## config.mk

```make
export PLATFORM = sky130hd
export DESIGN_NAME = autokey_xor_rotate_cipher
export DESIGN_NICKNAME = d
export VERILOG_FILES = /design/src/design/akxr_pkg.sv /design/src/design/akxr_in_stage.sv /design/src/design/akxr_key_unit.sv /design/src/design/akxr_out_stage.sv /design/src/design/autokey_xor_rotate_cipher.sv
export VERILOG_INCLUDE_DIRS = /design/src /design/src/design
export SDC_FILE = /design/constraint.sdc
export NUM_CORES = 1
export LEC_CHECK = 0
export ABC_CLOCK_PERIOD_IN_PS = 2760
export BUFFER_PORTS_ARGS = -buffer_cell sky130_fd_sc_hd__buf_2
export CAP_MARGIN = 10
export CORE_ASPECT_RATIO = 0.6
export CORE_MARGIN = 10
export CORE_UTILIZATION = 39
export DETAILED_ROUTE_END_ITERATION = 7
export PLACE_DENSITY = 0.65
export SLEW_MARGIN = 20
export SYNTH_ARGS = -nofsm -noshare
export SYNTH_HDL_FRONTEND = slang
export SYNTH_SLANG_ARGS = --single-unit
```

## constraint.sdc

```tcl
create_clock -name clk -period 2.76 [get_ports clk]
set_input_delay 0 -clock clk [delete_from_list [all_inputs] [get_ports clk]]
set_output_delay 0 -clock clk [all_outputs]
set_load 0.02 [all_outputs]
```

## src/design/autokey_xor_rotate_cipher_macros.svh

```systemverilog
// ----------------------------------------------------------------------------
// Assertion macros for the autokey XOR-rotate cipher
// Concurrent assertion helpers; they expand to nothing in synthesis builds.
// ----------------------------------------------------------------------------
`ifndef AUTOKEY_XOR_ROTATE_CIPHER_MACROS_SVH
`define AUTOKEY_XOR_ROTATE_CIPHER_MACROS_SVH

`ifndef SYNTHESIS
// Same-cycle implication, checked at every rising edge outside reset.
`define AKXR_ASSERT_SAME(lbl, clk, rst, ante, cons) \
  lbl: assert property (@(posedge clk) disable iff (rst) (ante) |-> (cons)) \
    else $error("akxr same-cycle check failed");
// Next-cycle implication, checked at every rising edge outside reset.
`define AKXR_ASSERT_NEXT(lbl, clk, rst, ante, cons) \
  lbl: assert property (@(posedge clk) disable iff (rst) (ante) |=> (cons)) \
    else $error("akxr next-cycle check failed");
`else
`define AKXR_ASSERT_SAME(lbl, clk, rst, ante, cons)
`define AKXR_ASSERT_NEXT(lbl, clk, rst, ante, cons)
`endif

`endif

```

## src/design/akxr_pkg.sv

```systemverilog
// ----------------------------------------------------------------------------
// akxr_pkg
// Shared constants and types of the autokey XOR-rotate cipher.
// ----------------------------------------------------------------------------
package akxr_pkg;

  localparam int DEF_WORD_BITS = 32;
  localparam int DEF_KEY_WORDS = 8;

  // Configuration port: eight key registers, 32 bits each.
  localparam int CFG_COUNT  = 8;
  localparam int CFG_IDX_W  = 3;
  localparam int CFG_DATA_W = 32;

  localparam logic FUNC_ENCRYPT = 1'b0;
  localparam logic FUNC_DECRYPT = 1'b1;

  // Operation controls of the word held in the input stage.
  typedef struct packed {
    logic decrypt;
    logic start;
  } akxr_op_t;

endpackage

```

## src/design/akxr_in_stage.sv

```systemverilog
// ----------------------------------------------------------------------------
// akxr_in_stage
// Input register of the cipher; holds one word until the key unit takes it.
// ----------------------------------------------------------------------------
module akxr_in_stage import akxr_pkg::*; #(
  parameter int WORD_BITS = DEF_WORD_BITS
) (
  input  logic                 clk,
  input  logic                 rst,
  input  logic                 in_valid,
  output logic                 in_stall,
  input  logic                 func,
  input  logic [WORD_BITS-1:0] data_word,
  input  logic                 start_of_message,
  input  logic                 advance,
  output logic                 held_valid,
  output akxr_op_t             held_op,
  output logic [WORD_BITS-1:0] held_data
);

  logic accept;

  // The stage refills in the same cycle that it drains.
  assign in_stall = held_valid && !advance;
  assign accept   = in_valid && !in_stall;

  always_ff @(posedge clk) begin
    if (rst) begin
      held_valid <= 1'b0;
    end else if (accept) begin
      held_valid <= 1'b1;
    end else if (advance) begin
      held_valid <= 1'b0;
    end
  end

  always_ff @(posedge clk) begin
    if (accept) begin
      held_op.decrypt <= (func == FUNC_DECRYPT);
      held_op.start   <= start_of_message;
      held_data       <= data_word;
    end
  end

endmodule

```

## src/design/akxr_key_unit.sv

```systemverilog
// ----------------------------------------------------------------------------
// akxr_key_unit
// Running key, word index and the per-word XOR, autokey and rotate logic.
// ----------------------------------------------------------------------------
module akxr_key_unit import akxr_pkg::*; #(
  parameter int WORD_BITS = DEF_WORD_BITS,
  parameter int KEY_WORDS = DEF_KEY_WORDS
) (
  input  logic                  clk,
  input  logic                  rst,
  input  logic                  cfg_we,
  input  logic [CFG_IDX_W-1:0]  cfg_index,
  input  logic [CFG_DATA_W-1:0] cfg_data,
  input  logic                  advance,
  input  akxr_op_t              op,
  input  logic [WORD_BITS-1:0]  data,
  output logic [WORD_BITS-1:0]  result
);

  localparam int IDX_W  = (KEY_WORDS > 1) ? $clog2(KEY_WORDS) : 1;
  localparam int FLAT_W = KEY_WORDS * WORD_BITS;
  localparam logic [IDX_W-1:0]   LAST_IDX  = IDX_W'(KEY_WORDS - 1);
  localparam logic [CFG_IDX_W:0] CFG_LIMIT = (CFG_IDX_W + 1)'(KEY_WORDS);

  logic [WORD_BITS-1:0] running_key [KEY_WORDS];
  logic [WORD_BITS-1:0] running_key_next [KEY_WORDS];
  logic [IDX_W-1:0]     word_index;
  logic [IDX_W-1:0]     word_index_next;
  logic [IDX_W-1:0]     sel;
  logic [WORD_BITS-1:0] key_word;
  logic [WORD_BITS-1:0] fed_word;
  logic [FLAT_W-1:0]    flat;
  logic [FLAT_W-1:0]    flat_rot;
  logic [WORD_BITS-1:0] cfg_word;
  logic                 cfg_hit;

  generate
    if (WORD_BITS <= CFG_DATA_W) begin : g_cfg_trunc
      assign cfg_word = cfg_data[WORD_BITS-1:0];
    end else begin : g_cfg_ext
      assign cfg_word = {{(WORD_BITS - CFG_DATA_W){1'b0}}, cfg_data};
    end
  endgenerate

  assign cfg_hit = cfg_we && ({1'b0, cfg_index} < CFG_LIMIT);

  assign sel      = op.start ? '0 : word_index;
  assign key_word = running_key[sel];
  assign result   = data ^ key_word;
  // Autokey: the plaintext word is folded into the key word just used.
  assign fed_word = key_word ^ (op.decrypt ? result : data);

  // Word 0 sits at the top of the flat key, so a left rotate carries the
  // top bit of each word into the word before it.
  always_comb begin
    for (int k = 0; k < KEY_WORDS; k++) begin
      flat[(KEY_WORDS - k) * WORD_BITS - 1 -: WORD_BITS] =
        (IDX_W'(k) == sel) ? fed_word : running_key[k];
    end
    flat_rot = {flat[FLAT_W-2:0], flat[FLAT_W-1]};
    for (int k = 0; k < KEY_WORDS; k++) begin
      running_key_next[k] = flat_rot[(KEY_WORDS - k) * WORD_BITS - 1 -: WORD_BITS];
    end
    word_index_next = (sel == LAST_IDX) ? '0 : sel + 1'b1;
  end

  always_ff @(posedge clk) begin
    if (rst) begin
      for (int k = 0; k < KEY_WORDS; k++) begin
        running_key[k] <= '0;
      end
      word_index <= '0;
    end else if (cfg_hit) begin
      running_key[cfg_index[IDX_W-1:0]] <= cfg_word;
    end else if (advance) begin
      running_key <= running_key_next;
      word_index  <= word_index_next;
    end
  end

endmodule

```

## src/design/akxr_out_stage.sv

```systemverilog
// ----------------------------------------------------------------------------
// akxr_out_stage
// Result register of the cipher; holds a word until the consumer takes it.
// ----------------------------------------------------------------------------
module akxr_out_stage import akxr_pkg::*; #(
  parameter int WORD_BITS = DEF_WORD_BITS
) (
  input  logic                 clk,
  input  logic                 rst,
  input  logic                 load_valid,
  input  logic [WORD_BITS-1:0] load_word,
  output logic                 load_ready,
  output logic                 out_valid,
  input  logic                 out_stall,
  output logic [WORD_BITS-1:0] result_word
);

  logic load;

  assign load_ready = !out_valid || !out_stall;
  assign load       = load_valid && load_ready;

  always_ff @(posedge clk) begin
    if (rst) begin
      out_valid <= 1'b0;
    end else if (load) begin
      out_valid <= 1'b1;
    end else if (!out_stall) begin
      out_valid <= 1'b0;
    end
  end

  always_ff @(posedge clk) begin
    if (load) begin
      result_word <= load_word;
    end
  end

endmodule

```

## src/design/autokey_xor_rotate_cipher.sv

```systemverilog
// ----------------------------------------------------------------------------
// autokey_xor_rotate_cipher
// An accepted input transaction passes the input register, then the result register.
// Throughput: one word per cycle, unless a stalled output fills both registers.
// Reset: synchronous; clears both stages, the running key and the word index.
// ----------------------------------------------------------------------------
`include "autokey_xor_rotate_cipher_macros.svh"

// The block is a word-wide autokey stream cipher. A running key of KEY_WORDS
// words is kept in flip-flops together with a wrapping word index. Each word
// is XORed with the key word at the index; that key word then absorbs the
// plaintext word, and the whole key rotates left by one bit, word 0 being
// the most significant. A start-of-message flag restarts the index at zero.
//
// Structure: an input register takes a transaction, the key unit processes it
// combinationally as it moves into the result register, and the result
// register holds it for the consumer. Both registers drain and refill in the
// same cycle, so a stalled output only stops the input once both are full.
//
// Writing key register i loads word i of the running key directly; writes are
// to be made while no transaction is in flight, which the block does not check.
module autokey_xor_rotate_cipher import akxr_pkg::*; #(
  parameter int WORD_BITS = DEF_WORD_BITS,
  parameter int KEY_WORDS = DEF_KEY_WORDS
) (
  input  logic                  clk,
  input  logic                  rst,
  input  logic                  cfg_we,
  input  logic [CFG_IDX_W-1:0]  cfg_index,
  input  logic [CFG_DATA_W-1:0] cfg_data,
  input  logic                  in_valid,
  output logic                  in_stall,
  input  logic                  func,
  input  logic [WORD_BITS-1:0]  data_word,
  input  logic                  start_of_message,
  output logic                  out_valid,
  input  logic                  out_stall,
  output logic [WORD_BITS-1:0]  result_word
);

  logic                 held_valid;
  akxr_op_t             held_op;
  logic [WORD_BITS-1:0] held_data;
  logic [WORD_BITS-1:0] key_result;
  logic                 load_ready;
  logic                 advance;

  // A held word moves on, and updates the key, whenever the result register
  // can take it.
  assign advance = held_valid && load_ready;

  akxr_in_stage #(
    .WORD_BITS(WORD_BITS)
  ) u_in_stage (
    .clk              (clk),
    .rst              (rst),
    .in_valid         (in_valid),
    .in_stall         (in_stall),
    .func             (func),
    .data_word        (data_word),
    .start_of_message (start_of_message),
    .advance          (advance),
    .held_valid       (held_valid),
    .held_op          (held_op),
    .held_data        (held_data)
  );

  akxr_key_unit #(
    .WORD_BITS(WORD_BITS),
    .KEY_WORDS(KEY_WORDS)
  ) u_key_unit (
    .clk       (clk),
    .rst       (rst),
    .cfg_we    (cfg_we),
    .cfg_index (cfg_index),
    .cfg_data  (cfg_data),
    .advance   (advance),
    .op        (held_op),
    .data      (held_data),
    .result    (key_result)
  );

  akxr_out_stage #(
    .WORD_BITS(WORD_BITS)
  ) u_out_stage (
    .clk         (clk),
    .rst         (rst),
    .load_valid  (held_valid),
    .load_word   (key_result),
    .load_ready  (load_ready),
    .out_valid   (out_valid),
    .out_stall   (out_stall),
    .result_word (result_word)
  );

  // The input side stalls only when both registers are occupied.
  `AKXR_ASSERT_SAME(a_stall_needs_full, clk, rst, in_stall, held_valid && out_valid && out_stall)
  // An accepted transaction is always held in the input register next cycle.
  `AKXR_ASSERT_NEXT(a_accept_held, clk, rst, in_valid && !in_stall, held_valid)
  // A word processed by the key unit always shows up as a result.
  `AKXR_ASSERT_NEXT(a_advance_out, clk, rst, advance, out_valid)
  // A result is withdrawn only after it was delivered.
  `AKXR_ASSERT_SAME(a_drop_after_take, clk, rst, $fell(out_valid), $past(!out_stall))

endmodule

```

Word level (Yosys, flattened, before mapping)
Index checks and enable logic that the tools add are counted.
{"block": "op_classes", "addsub": 1, "order_cmp": 3, "n_eq_ne": 9, "muxes": 23, "n_bitwise": 5, "reduce_logical": 13}
{"op": "256-bit 2-to-1 mux", "count": 2}
{"op": "32-bit 2-to-1 mux", "count": 12}
{"op": "256-bit bitwise mux", "count": 1}
{"op": "32-bit binary-select mux with 3-bit select", "count": 1}
{"op": "32-bit demux with 3-bit select", "count": 1}
{"op": "32-bit XOR", "count": 2}
{"op": "3-bit equality test (first input constant)", "count": 4}
{"op": "4-bit greater-or-equal comparator (second input constant)", "count": 2}
{"op": "3-bit inverter with 4-bit output", "count": 2}
{"op": "2-bit by 3-bit equality test with 1-bit output (first input constant)", "count": 2}
{"op": "3-bit 2-to-1 mux", "count": 2}
{"op": "1-bit logical AND", "count": 4}
{"op": "1-bit zero test", "count": 4}
{"op": "4-bit by 1-bit < comparator with 1-bit output (second input constant)", "count": 1}
{"op": "1-bit 2-to-1 mux", "count": 4}
{"op": "2-bit nonzero test", "count": 2}
{"op": "3-bit by 1-bit adder with 3-bit output (second input constant)", "count": 1}
{"op": "1-bit by 3-bit equality test with 1-bit output (first input constant)", "count": 1}
{"op": "3-bit equality test (second input constant)", "count": 1}
{"op": "3-bit zero test", "count": 1}
{"op": "2-bit by 1-bit inequality test with 1-bit output (second input constant)", "count": 1}
{"op": "2-bit AND reduction", "count": 1}
{"op": "1-bit logical OR", "count": 1}
{"op": "1-bit inverter", "count": 1}
{"block": "totals", "regBits": 327, "input_bits": 74, "out_inout_bits": 34, "wordCells": 69}

Logic depth before layout (Yosys ltp)
Gate-level depths: netlist of run 1.
{"block": "logic_depth", "depth_word": 11, "depth_mapped": 12, "mapped_depth_nobuf": 7}

Cells and area by module
A second synthesis of run 1 with hierarchy kept.
{"block": "unflattened", "hier_cells": 2822, "area_unflattened_um2": 22861.9}
{"mod": "akxr_key_unit", "instances": 1, "cells_each": 2746, "area_per_inst_um2": 20784.9, "seq_area_each_um2": 5185.0}
{"mod": "akxr_in_stage", "instances": 1, "cells_each": 38, "area_per_inst_um2": 1071.0, "seq_area_each_um2": 1041.0}
{"mod": "akxr_out_stage", "instances": 1, "cells_each": 37, "area_per_inst_um2": 999.7, "seq_area_each_um2": 980.9}
{"mod": "autokey_xor_rotate_cipher", "instances": 1, "cells_each": 1, "area_per_inst_um2": 6.3, "seq_area_each_um2": 0.0}

Worst setup path before layout of run 1
No wires, ideal clock.
{"block": "synth_path", "path_kind": "register to register", "start": "register u_out_stage.out_valid", "end": "register u_in_stage.held_data[0], enable pin", "setup_time_ps": 429, "t_arrival_ps": 2199, "required_ps": 2331, "slack_ps": 132, "stages_incl_launch_ff": 3, "path_buffers": 0, "synth_period_minus_slack_ps": 2628, "cell_sequence": "dfxtp_1 > and3_1 > nor2b_1"}
{"block": "synth_between", "elab_chain_len": 7}
{"item": "start: declaration", "line_no": "akxr_out_stage.sv:13", "source": "output logic out_valid,"}
{"item": "start signal: assignment", "line_no": "akxr_out_stage.sv:25", "source": "out_valid <= 1'b0;"}
{"item": "start signal: assignment", "line_no": "akxr_out_stage.sv:27", "source": "out_valid <= 1'b1;"}
{"item": "start signal: assignment", "line_no": "akxr_out_stage.sv:29", "source": "out_valid <= 1'b0;"}
{"item": "1-bit zero test", "line_no": "akxr_out_stage.sv:20", "source": "assign load_ready = !out_valid || !out_stall;"}
{"item": "1-bit logical OR", "line_no": "akxr_out_stage.sv:20"}
{"item": "1-bit logical AND", "line_no": "autokey_xor_rotate_cipher.sv:50", "source": "assign advance = held_valid && load_ready;"}
{"item": "1-bit zero test", "line_no": "akxr_in_stage.sv:24", "source": "assign in_stall = held_valid && !advance;"}
{"item": "1-bit logical AND", "line_no": "akxr_in_stage.sv:24"}
{"item": "net in_stall", "line_no": "autokey_xor_rotate_cipher.sv:32", "source": "output logic in_stall,"}
{"item": "1-bit zero test", "line_no": "akxr_in_stage.sv:25", "source": "assign accept = in_valid && !in_stall;"}
{"item": "1-bit logical AND", "line_no": "akxr_in_stage.sv:25"}
{"item": "net u_in_stage.accept", "line_no": "akxr_in_stage.sv:21", "source": "logic accept;"}
{"item": "end signal: assignment", "line_no": "akxr_in_stage.sv:41", "source": "held_data <= data_word;"}
{"item": "end: declaration", "line_no": "akxr_in_stage.sv:18", "source": "output logic [WORD_BITS-1:0] held_data"}
The timed path passes the listed nets, and every way through them passes these cells.
A chain may end at the register's enable or synchronous reset.

Final worst setup path of run 1
{"block": "layout_path", "start": "register u_key_unit.word_index[0]", "end": "register u_key_unit.running_key[179] (netlist bit)"}
{"block": "layout_between", "elab_chain_len": 11, "word_cells_on_any_way": 12, "classes_between": "eq/ne: 1; mux: 8; bitwise: 3"}
{"item": "start: declaration", "line_no": "akxr_key_unit.sv:27", "source": "logic [IDX_W-1:0] word_index;"}
{"item": "start signal: assignment", "line_no": "akxr_key_unit.sv:77", "source": "word_index <= word_index_next;"}
{"item": "3-bit 2-to-1 mux (*)", "line_no": "akxr_key_unit.sv:47", "source": "assign sel = op.start ? '0 : word_index;"}
{"item": "3-bit inverter with 4-bit output (implied by the code)", "line_no": "akxr_key_unit.sv:48", "source": "assign key_word = running_key[sel];"}
{"item": "32-bit binary-select mux with 3-bit select", "line_no": "akxr_key_unit.sv:48"}
{"item": "32-bit 2-to-1 mux (implied by the code) (2 in a row)", "line_no": "akxr_key_unit.sv:48"}
{"item": "32-bit XOR", "line_no": "akxr_key_unit.sv:49", "source": "assign result = data ^ key_word;"}
{"item": "32-bit 2-to-1 mux", "line_no": "akxr_key_unit.sv:51", "source": "assign fed_word = key_word ^ (op.decrypt ? result : data);"}
{"item": "32-bit XOR", "line_no": "akxr_key_unit.sv:51"}
{"item": "32-bit 2-to-1 mux (*)", "line_no": "akxr_key_unit.sv:58", "source": "(IDX_W'(k) == sel) ? fed_word : running_key[k];"}
{"item": "256-bit 2-to-1 mux (*)", "line_no": "akxr_key_unit.sv:75", "source": "end else if (advance) begin"}
{"item": "256-bit 2-to-1 mux (*)", "line_no": "akxr_key_unit.sv:73", "source": "end else if (cfg_hit) begin"}
{"item": "end signal: indexed assignment", "line_no": "akxr_key_unit.sv:74", "source": "running_key[cfg_index[IDX_W-1:0]] <= cfg_word;"}
{"item": "end signal: assignment", "line_no": "akxr_key_unit.sv:76", "source": "running_key <= running_key_next;"}
{"item": "end: declaration", "line_no": "akxr_key_unit.sv:25", "source": "logic [WORD_BITS-1:0] running_key [KEY_WORDS];"}
Every way passes the cells marked *; elsewhere a longest branch is shown, timed or not. The select of a mux whose other input is x is not followed.

==> impl_metrics.tcl, run 1 <==
set metrics [dict create \
    cts_made_buffers 36 \
    fin_tns_setup_ps 0 \
    highest_layer "met4" \
    worst_pin_slew_ps 1170 \
    worst_hold_slack_ps 45.1 \
    syn_inst 2370 \
    maxSlewViolCount 0 \
    via_per_inst 6.59 \
    drive_gt1_frac 0.175 \
    antenna_found_initial 1 \
    cts_root_buf "clkbuf_16" \
    synth-main-ff-cell "dfxtp_1" \
    routedWlPerCell_um 25.5 \
    drt_iter0_drc 3154 \
    skew_ps 10.5 \
    wl_met1_um 35200 \
    cts_tree "yes" \
    avgSynthCellArea_um2 8.99 \
    hold_path.class "input port to flip-flop" \
    synth_cell_types 60 \
    dieArea_um2 64700 \
    hold_viol_final 0 \
    multi_input_area_um2 13000 \
    stdcell_area_um2 24300 \
    cp_max_fo 21 \
    rows 66 \
    r2r_end "u_key_unit.running_key[179]" \
    setup_viol 0 \
    syn_to_final_growth_pct 14.2 \
    dp_hpwl_um 50400 \
    drt_pass1_iterations 5 \
    powerDensity_nw_per_um2 499 \
    grt_max_degree 214 \
    reg2reg_setup_slack_ps 110 \
    gp_congestion 0.894 \
    boundaryPins 108 \
    cp-end-kind "flip-flop" \
    grt_pass1_wl_um 123000 \
    yosysWarnings 0 \
    design.core.area_um2 54100 \
    fmax_mhz 378 \
    synth_seq_area_share 0.338 \
    dpl-instance-area_um2 22400 \
    vdd_ir_drop_max_mv 0.316 \
    overflow 0 \
    route.detailed.drc 0 \
    hold_start "rst" \
    synth_edf_count 66 \
    holdPathStages 3 \
    startpoint_type "flip-flop" \
    nets 2488 \
    grt_pass1_vias 20202 \
    insertion_delay_ps 550 \
    seqCellArea_um2 7210 \
    async_flop_share 0 \
    status "complete, no violations" \
    synth_nets 2450 \
    hold_end "u_key_unit.running_key[246]" \
    post-route-period-util 0.959 \
    chipHeight_um 201 \
    maxCapViolations 0 \
    finalCriticalPeriod_ps 2650 \
    r2r_start "u_key_unit.word_index[0]" \
    start_util 0.394 \
    leakage_nw 8.84 \
    met2_wirelength_um 32900 \
    io_buffers 107 \
    gr-usage-all-layers 0.238 \
    h-tree-depth 2 \
    clkSinkCount 327 \
    crit_start "u_key_unit.word_index[0]" \
    ant_nets 0 \
    critPathKind "flip-flop to flip-flop" \
    synthesis.area_um2 21300 \
    cp.arrival_ps 3060 \
    fill_cells 5064 \
    worstPathRequired_ps 3170 \
    num_vias 20766 \
    clkTransAtPathRegs_ps 60 \
    route.final.wire_length_um 80400 \
    max_slew_margin 0.219 \
    wl_met3_um 10600 \
    r2r_cells 7 \
    rsz0062_at_grt "false" \
    die_x_um 322 \
    synth_seq_cells 327 \
    cts_max_path_buffers 3 \
]
==> how the worst max path moves through the flow <==
stage,to,cells past startpoint
5_1_grt,u_key_unit.running_key[136],9
6_report,u_key_unit.running_key[179],7
3_3_place_gp,u_key_unit.running_key[83],7
4_1_cts,u_key_unit.running_key[179],7
2_1_floorplan,u_in_stage.held_data[0],2
3_5_place_dp,u_key_unit.running_key[179],7
==> registers in the layout (all words and copies together) (netlist names) <==
name and cells:
u_in_stage.held_op 2, u_out_stage.out_valid 1, u_key_unit.word_index 3, u_out_stage.result_word 32, u_in_stage.held_data 32, u_in_stage.held_valid 1, u_key_unit.running_key 256
==> cell usage in the layout (no fill, tap or decap), types with 66 or more instances in the layout <==
master,instances
a21oi_1,227
a2bb2oi_1,192
buf_2,105
dfxtp_1,259
dlygate4sd3_1,69
edfxtp_1,66
nand2_1,260
nor2_1,101
o211ai_1,108
o21ai_1,186
==> what timing repair did <==
item	in CTS	in global routing
endpoints found under the hold margin	219	0
gates resized for setup	0	0
hold buffers	69	0
setup buffers	0	0
==> per-layer routing <==
layer | track usage | vias up
met5 | 0 | -
met3 | 0.0649 | 142
li1 | - | 9032
met2 | 0.337 | 1444
met1 | 0.345 | 10148
met4 | 0.0663 | 0
==> kinds of logic after synthesis <==
group	share of synthesized area
buffers and inverters	0.0542
AO/OA/AOI/OAI	0.342
XOR/XNOR	0.0386
flip-flops	0.338
AND/OR/NAND/NOR	0.143
multiplexers	0.0808
adder cells (fa/ha/maj)	0.00352
==> cell usage after synthesis, drive strengths merged, types with 66 or more instances <==
library cell,instances,area share
a21oi,233,0.056
buf,66,0.020
dfxtp,261,0.25
clkbuf,181,0.032
a2bb2oi,224,0.12
nor2,104,0.019
o21ai,224,0.054
o211ai,128,0.050
edfxtp,66,0.093
nand2,260,0.046
==> worst max-delay path, cell delays in order (launching register included) <==
cell,delay (ps)
dfxtp_2,320
buf_4,200
nand2b_1,180
buf_4,270
o32ai_1,750
a2bb2oi_4,270
xor2_2,370
o21ai_1,140
==> layout make-up <==
cell class | count | share of cell area
Clock inverter | 7 | 0.00164
Inverter | 5 | 0.000771
Tap cell | 714 | 0.0367
Timing Repair Buffer | 250 | 0.0803
Multi-Input combinational cell | 1788 | 0.535
Antenna cell | 1 | 0.000103
Clock buffer | 57 | 0.0488
Sequential cell | 327 | 0.296
==> where the power goes <==
group | total [mW] | leakage (nW) | internal (mW) | switching (mW)
Sequential | 5.25 | 2.75 | 5.06 | 0.190
Clock | 5.15 | 0.611 | 2.97 | 2.18
Combinational | 1.74 | 5.49 | 0.706 | 1.04
Total | 12.1 | 8.84 | 8.73 | 3.41
==> metrics by stage <==
step	util	power (mW)	std cells	setup slack, ps
2_1_floorplan	-	6.42	2370	132
3_3_place_gp	0.415	6.93	3015	277
3_5_place_dp	0.415	6.97	3015	263
4_1_cts	0.450	12.2	3148	228
5_1_grt	0.450	12.5	3148	28.8
6_report	0.450	12.1	3149	113
Power figures use the tool's default switching activity.
==> inputs of run 2 (changes only) <==
--- a/config.mk
+++ b/config.mk
@@ -10,9 +10,10 @@
 export BUFFER_PORTS_ARGS = -buffer_cell sky130_fd_sc_hd__buf_2
 export CAP_MARGIN = 10
 export CORE_ASPECT_RATIO = 0.6
-export CORE_MARGIN = 10
+export CORE_MARGIN = 3
 export CORE_UTILIZATION = 39
 export DETAILED_ROUTE_END_ITERATION = 7
+export MAX_ROUTING_LAYER = met4
 export PLACE_DENSITY = 0.65
 export SLEW_MARGIN = 20
 export SYNTH_ARGS = -nofsm -noshare
==> run 2 against run 1 <==
Total power fell by 3.2%. Combinational power is essentially flat. Core utilization is 0.55 points higher. Routed wire length is 2.4% lower. Clock skew grew 4.3 ps. Non-clock buffer count rose by 3. Design area decreased by 0.30%. Largest power group unchanged.
==> impl_metrics.tcl, run 2 (synthesized netlist as in run 1, its figures left out) <==
set metrics [dict create \
    status "complete, no violations" \
    critPathKind "flip-flop to flip-flop" \
    setup_viol 0 \
    hold_path.class "input port to flip-flop" \
    fmax_mhz 375 \
    grt_pass1_vias 20055 \
    cts_root_buf "clkbuf_16" \
    max_slew_margin 0.325 \
    largest_register_ffs 256 \
    post-route-period-util 0.966 \
    rsz0062_at_grt "false" \
    start_util 0.400 \
    grt_pass1_wl_um 120000 \
    gr-usage-all-layers 0.270 \
    routedWlPerCell_um 25.0 \
    insertion_delay_ps 550 \
    top_register "u_key_unit.running_key" \
    dieArea_um2 57600 \
    worstPathRequired_ps 3170 \
    final_cell_mix "260 x nand2_1, 259 x dfxtp_1, 227 x a21oi_1" \
    route.final.wire_length_um 78400 \
    antenna_found_initial 0 \
    dp_hpwl_um 48600 \
    chipHeight_um 187 \
    cp-end-kind "flip-flop" \
    powerDensity_nw_per_um2 484 \
    h-tree-depth 2 \
    maxCapViolations 0 \
    gp_congestion 0.894 \
    overflow 0 \
    total_power_mw 11.8 \
    clkTransAtPathRegs_ps 60 \
    clkSinkCount 327 \
    cp.arrival_ps 3070 \
    hold_viol_final 0 \
    cts_max_path_buffers 3 \
    io_buffers 107 \
    dpl.cell_count 3006 \
    drt_pass1_iterations 6 \
    cts_tree "yes" \
    final_common_cell "nand2_1" \
    via_per_inst 6.60 \
    fin_tns_setup_ps 0 \
    diodes 0 \
    worst_pin_slew_ps 1010 \
    finalCriticalPeriod_ps 2670 \
    syn_to_final_growth_pct 13.9 \
    drt_iter0_drc 2723 \
    cp_max_fo 43 \
    top_regs "u_key_unit.running_key (256), u_in_stage.held_data (32), u_out_stage.result_word (32)" \
    skew_ps 14.8 \
    post-route-util 0.456 \
    num_vias 20690 \
    die_x_um 308 \
    nets 2490 \
    drive_gt1_frac 0.172 \
    boundaryPins 108 \
    startpoint_type "flip-flop" \
    maxSlewViolCount 0 \
    route.detailed.drc 0 \
    fin_cells 3136 \
    vdd_ir_drop_max_mv 0.407 \
    cts_made_buffers 35 \
    ant_nets 0 \
    leakage_nw 8.80 \
    grt_max_degree 150 \
    design.core.area_um2 53300 \
    rows 65 \
]
[run 2: cell types whose count changed in the layout (fill, tap and decap cells not counted), sizes merged]
cell | before | now
buf | 180 | 182
bufinv | 0 | 1
clkbuf | 58 | 54
clkinv | 6 | 5
clkinvlp | 0 | 1
diode | 1 | 0
dlygate4sd3 | 69 | 70
inv | 6 | 5
[run 2: layout make-up]
| type | instances | area, um^2 |
|---|---|---|
| clock buffers | 53 | 1040 |
| clock inverters | 7 | 60.1 |
| fillers | 5015 | 29000 |
| inverters | 5 | 18.8 |
| multi-input cells | 1788 | 13000 |
| flip-flops and latches | 327 | 7210 |
| well taps | 703 | 880 |
| repair buffers | 253 | 2030 |
[run 2: worst max-delay path, cell delays in order, from the launching register on]
cell	delay (ps)
edfxtp_1	420
buf_4	330
nor2b_2	300
inv_2	90
buf_4	250
o32ai_1	410
a2bb2oi_4	290
xor2_4	310
o21ai_1	120
[run 2: what timing repair did]
item,in CTS,in global routing
resized for setup,0,1
hold buffers,70,0
endpoints found under the hold margin,222,0
endpoints found under the setup margin,0,1
buffers inserted,0,0
[run 2: power breakdown]
group | leakage (nW) | internal [mW] | switching (mW) | total (mW)
clock network | 0.534 | 2.68 | 2.09 | 4.77
logic | 5.52 | 0.707 | 1.03 | 1.73
registers | 2.75 | 5.06 | 0.188 | 5.25
[run 2: final timing paths]
| path | slack, ps | cells after the start | to | startpoint |
|---|---|---|---|---|
| worst min register to register | 460 | 2 | u_key_unit.word_index[2] | u_key_unit.word_index[2] |
| worst max register to register | 90 | 8 | u_key_unit.running_key[68] | u_in_stage.held_op[0] |
| worst max-delay path | 90 | 8 | u_key_unit.running_key[68] | u_in_stage.held_op[0] |
| worst min-delay path | 170 | 2 | u_in_stage.held_data[19] | data_word[19] |
[run 2: layer usage]
layer	wire length, um	track usage	vias up
met2	32000	0.369	1374
met3	9430	0.0633	147
met4	1580	0.0717	0
met1	35400	0.395	10149
li1	-	-	9020
met5	0	-	-
[run 2: metrics by stage]
stage	worst slack, ps	hold slack [ps]	area, um^2
5_1_grt	9.55	173	24300
3_3_place_gp	292	179	22500
6_report	92.7	172	24300
2_1_floorplan	132	98.9	21300
3_5_place_dp	176	178	22500
4_1_cts	167	156	24300
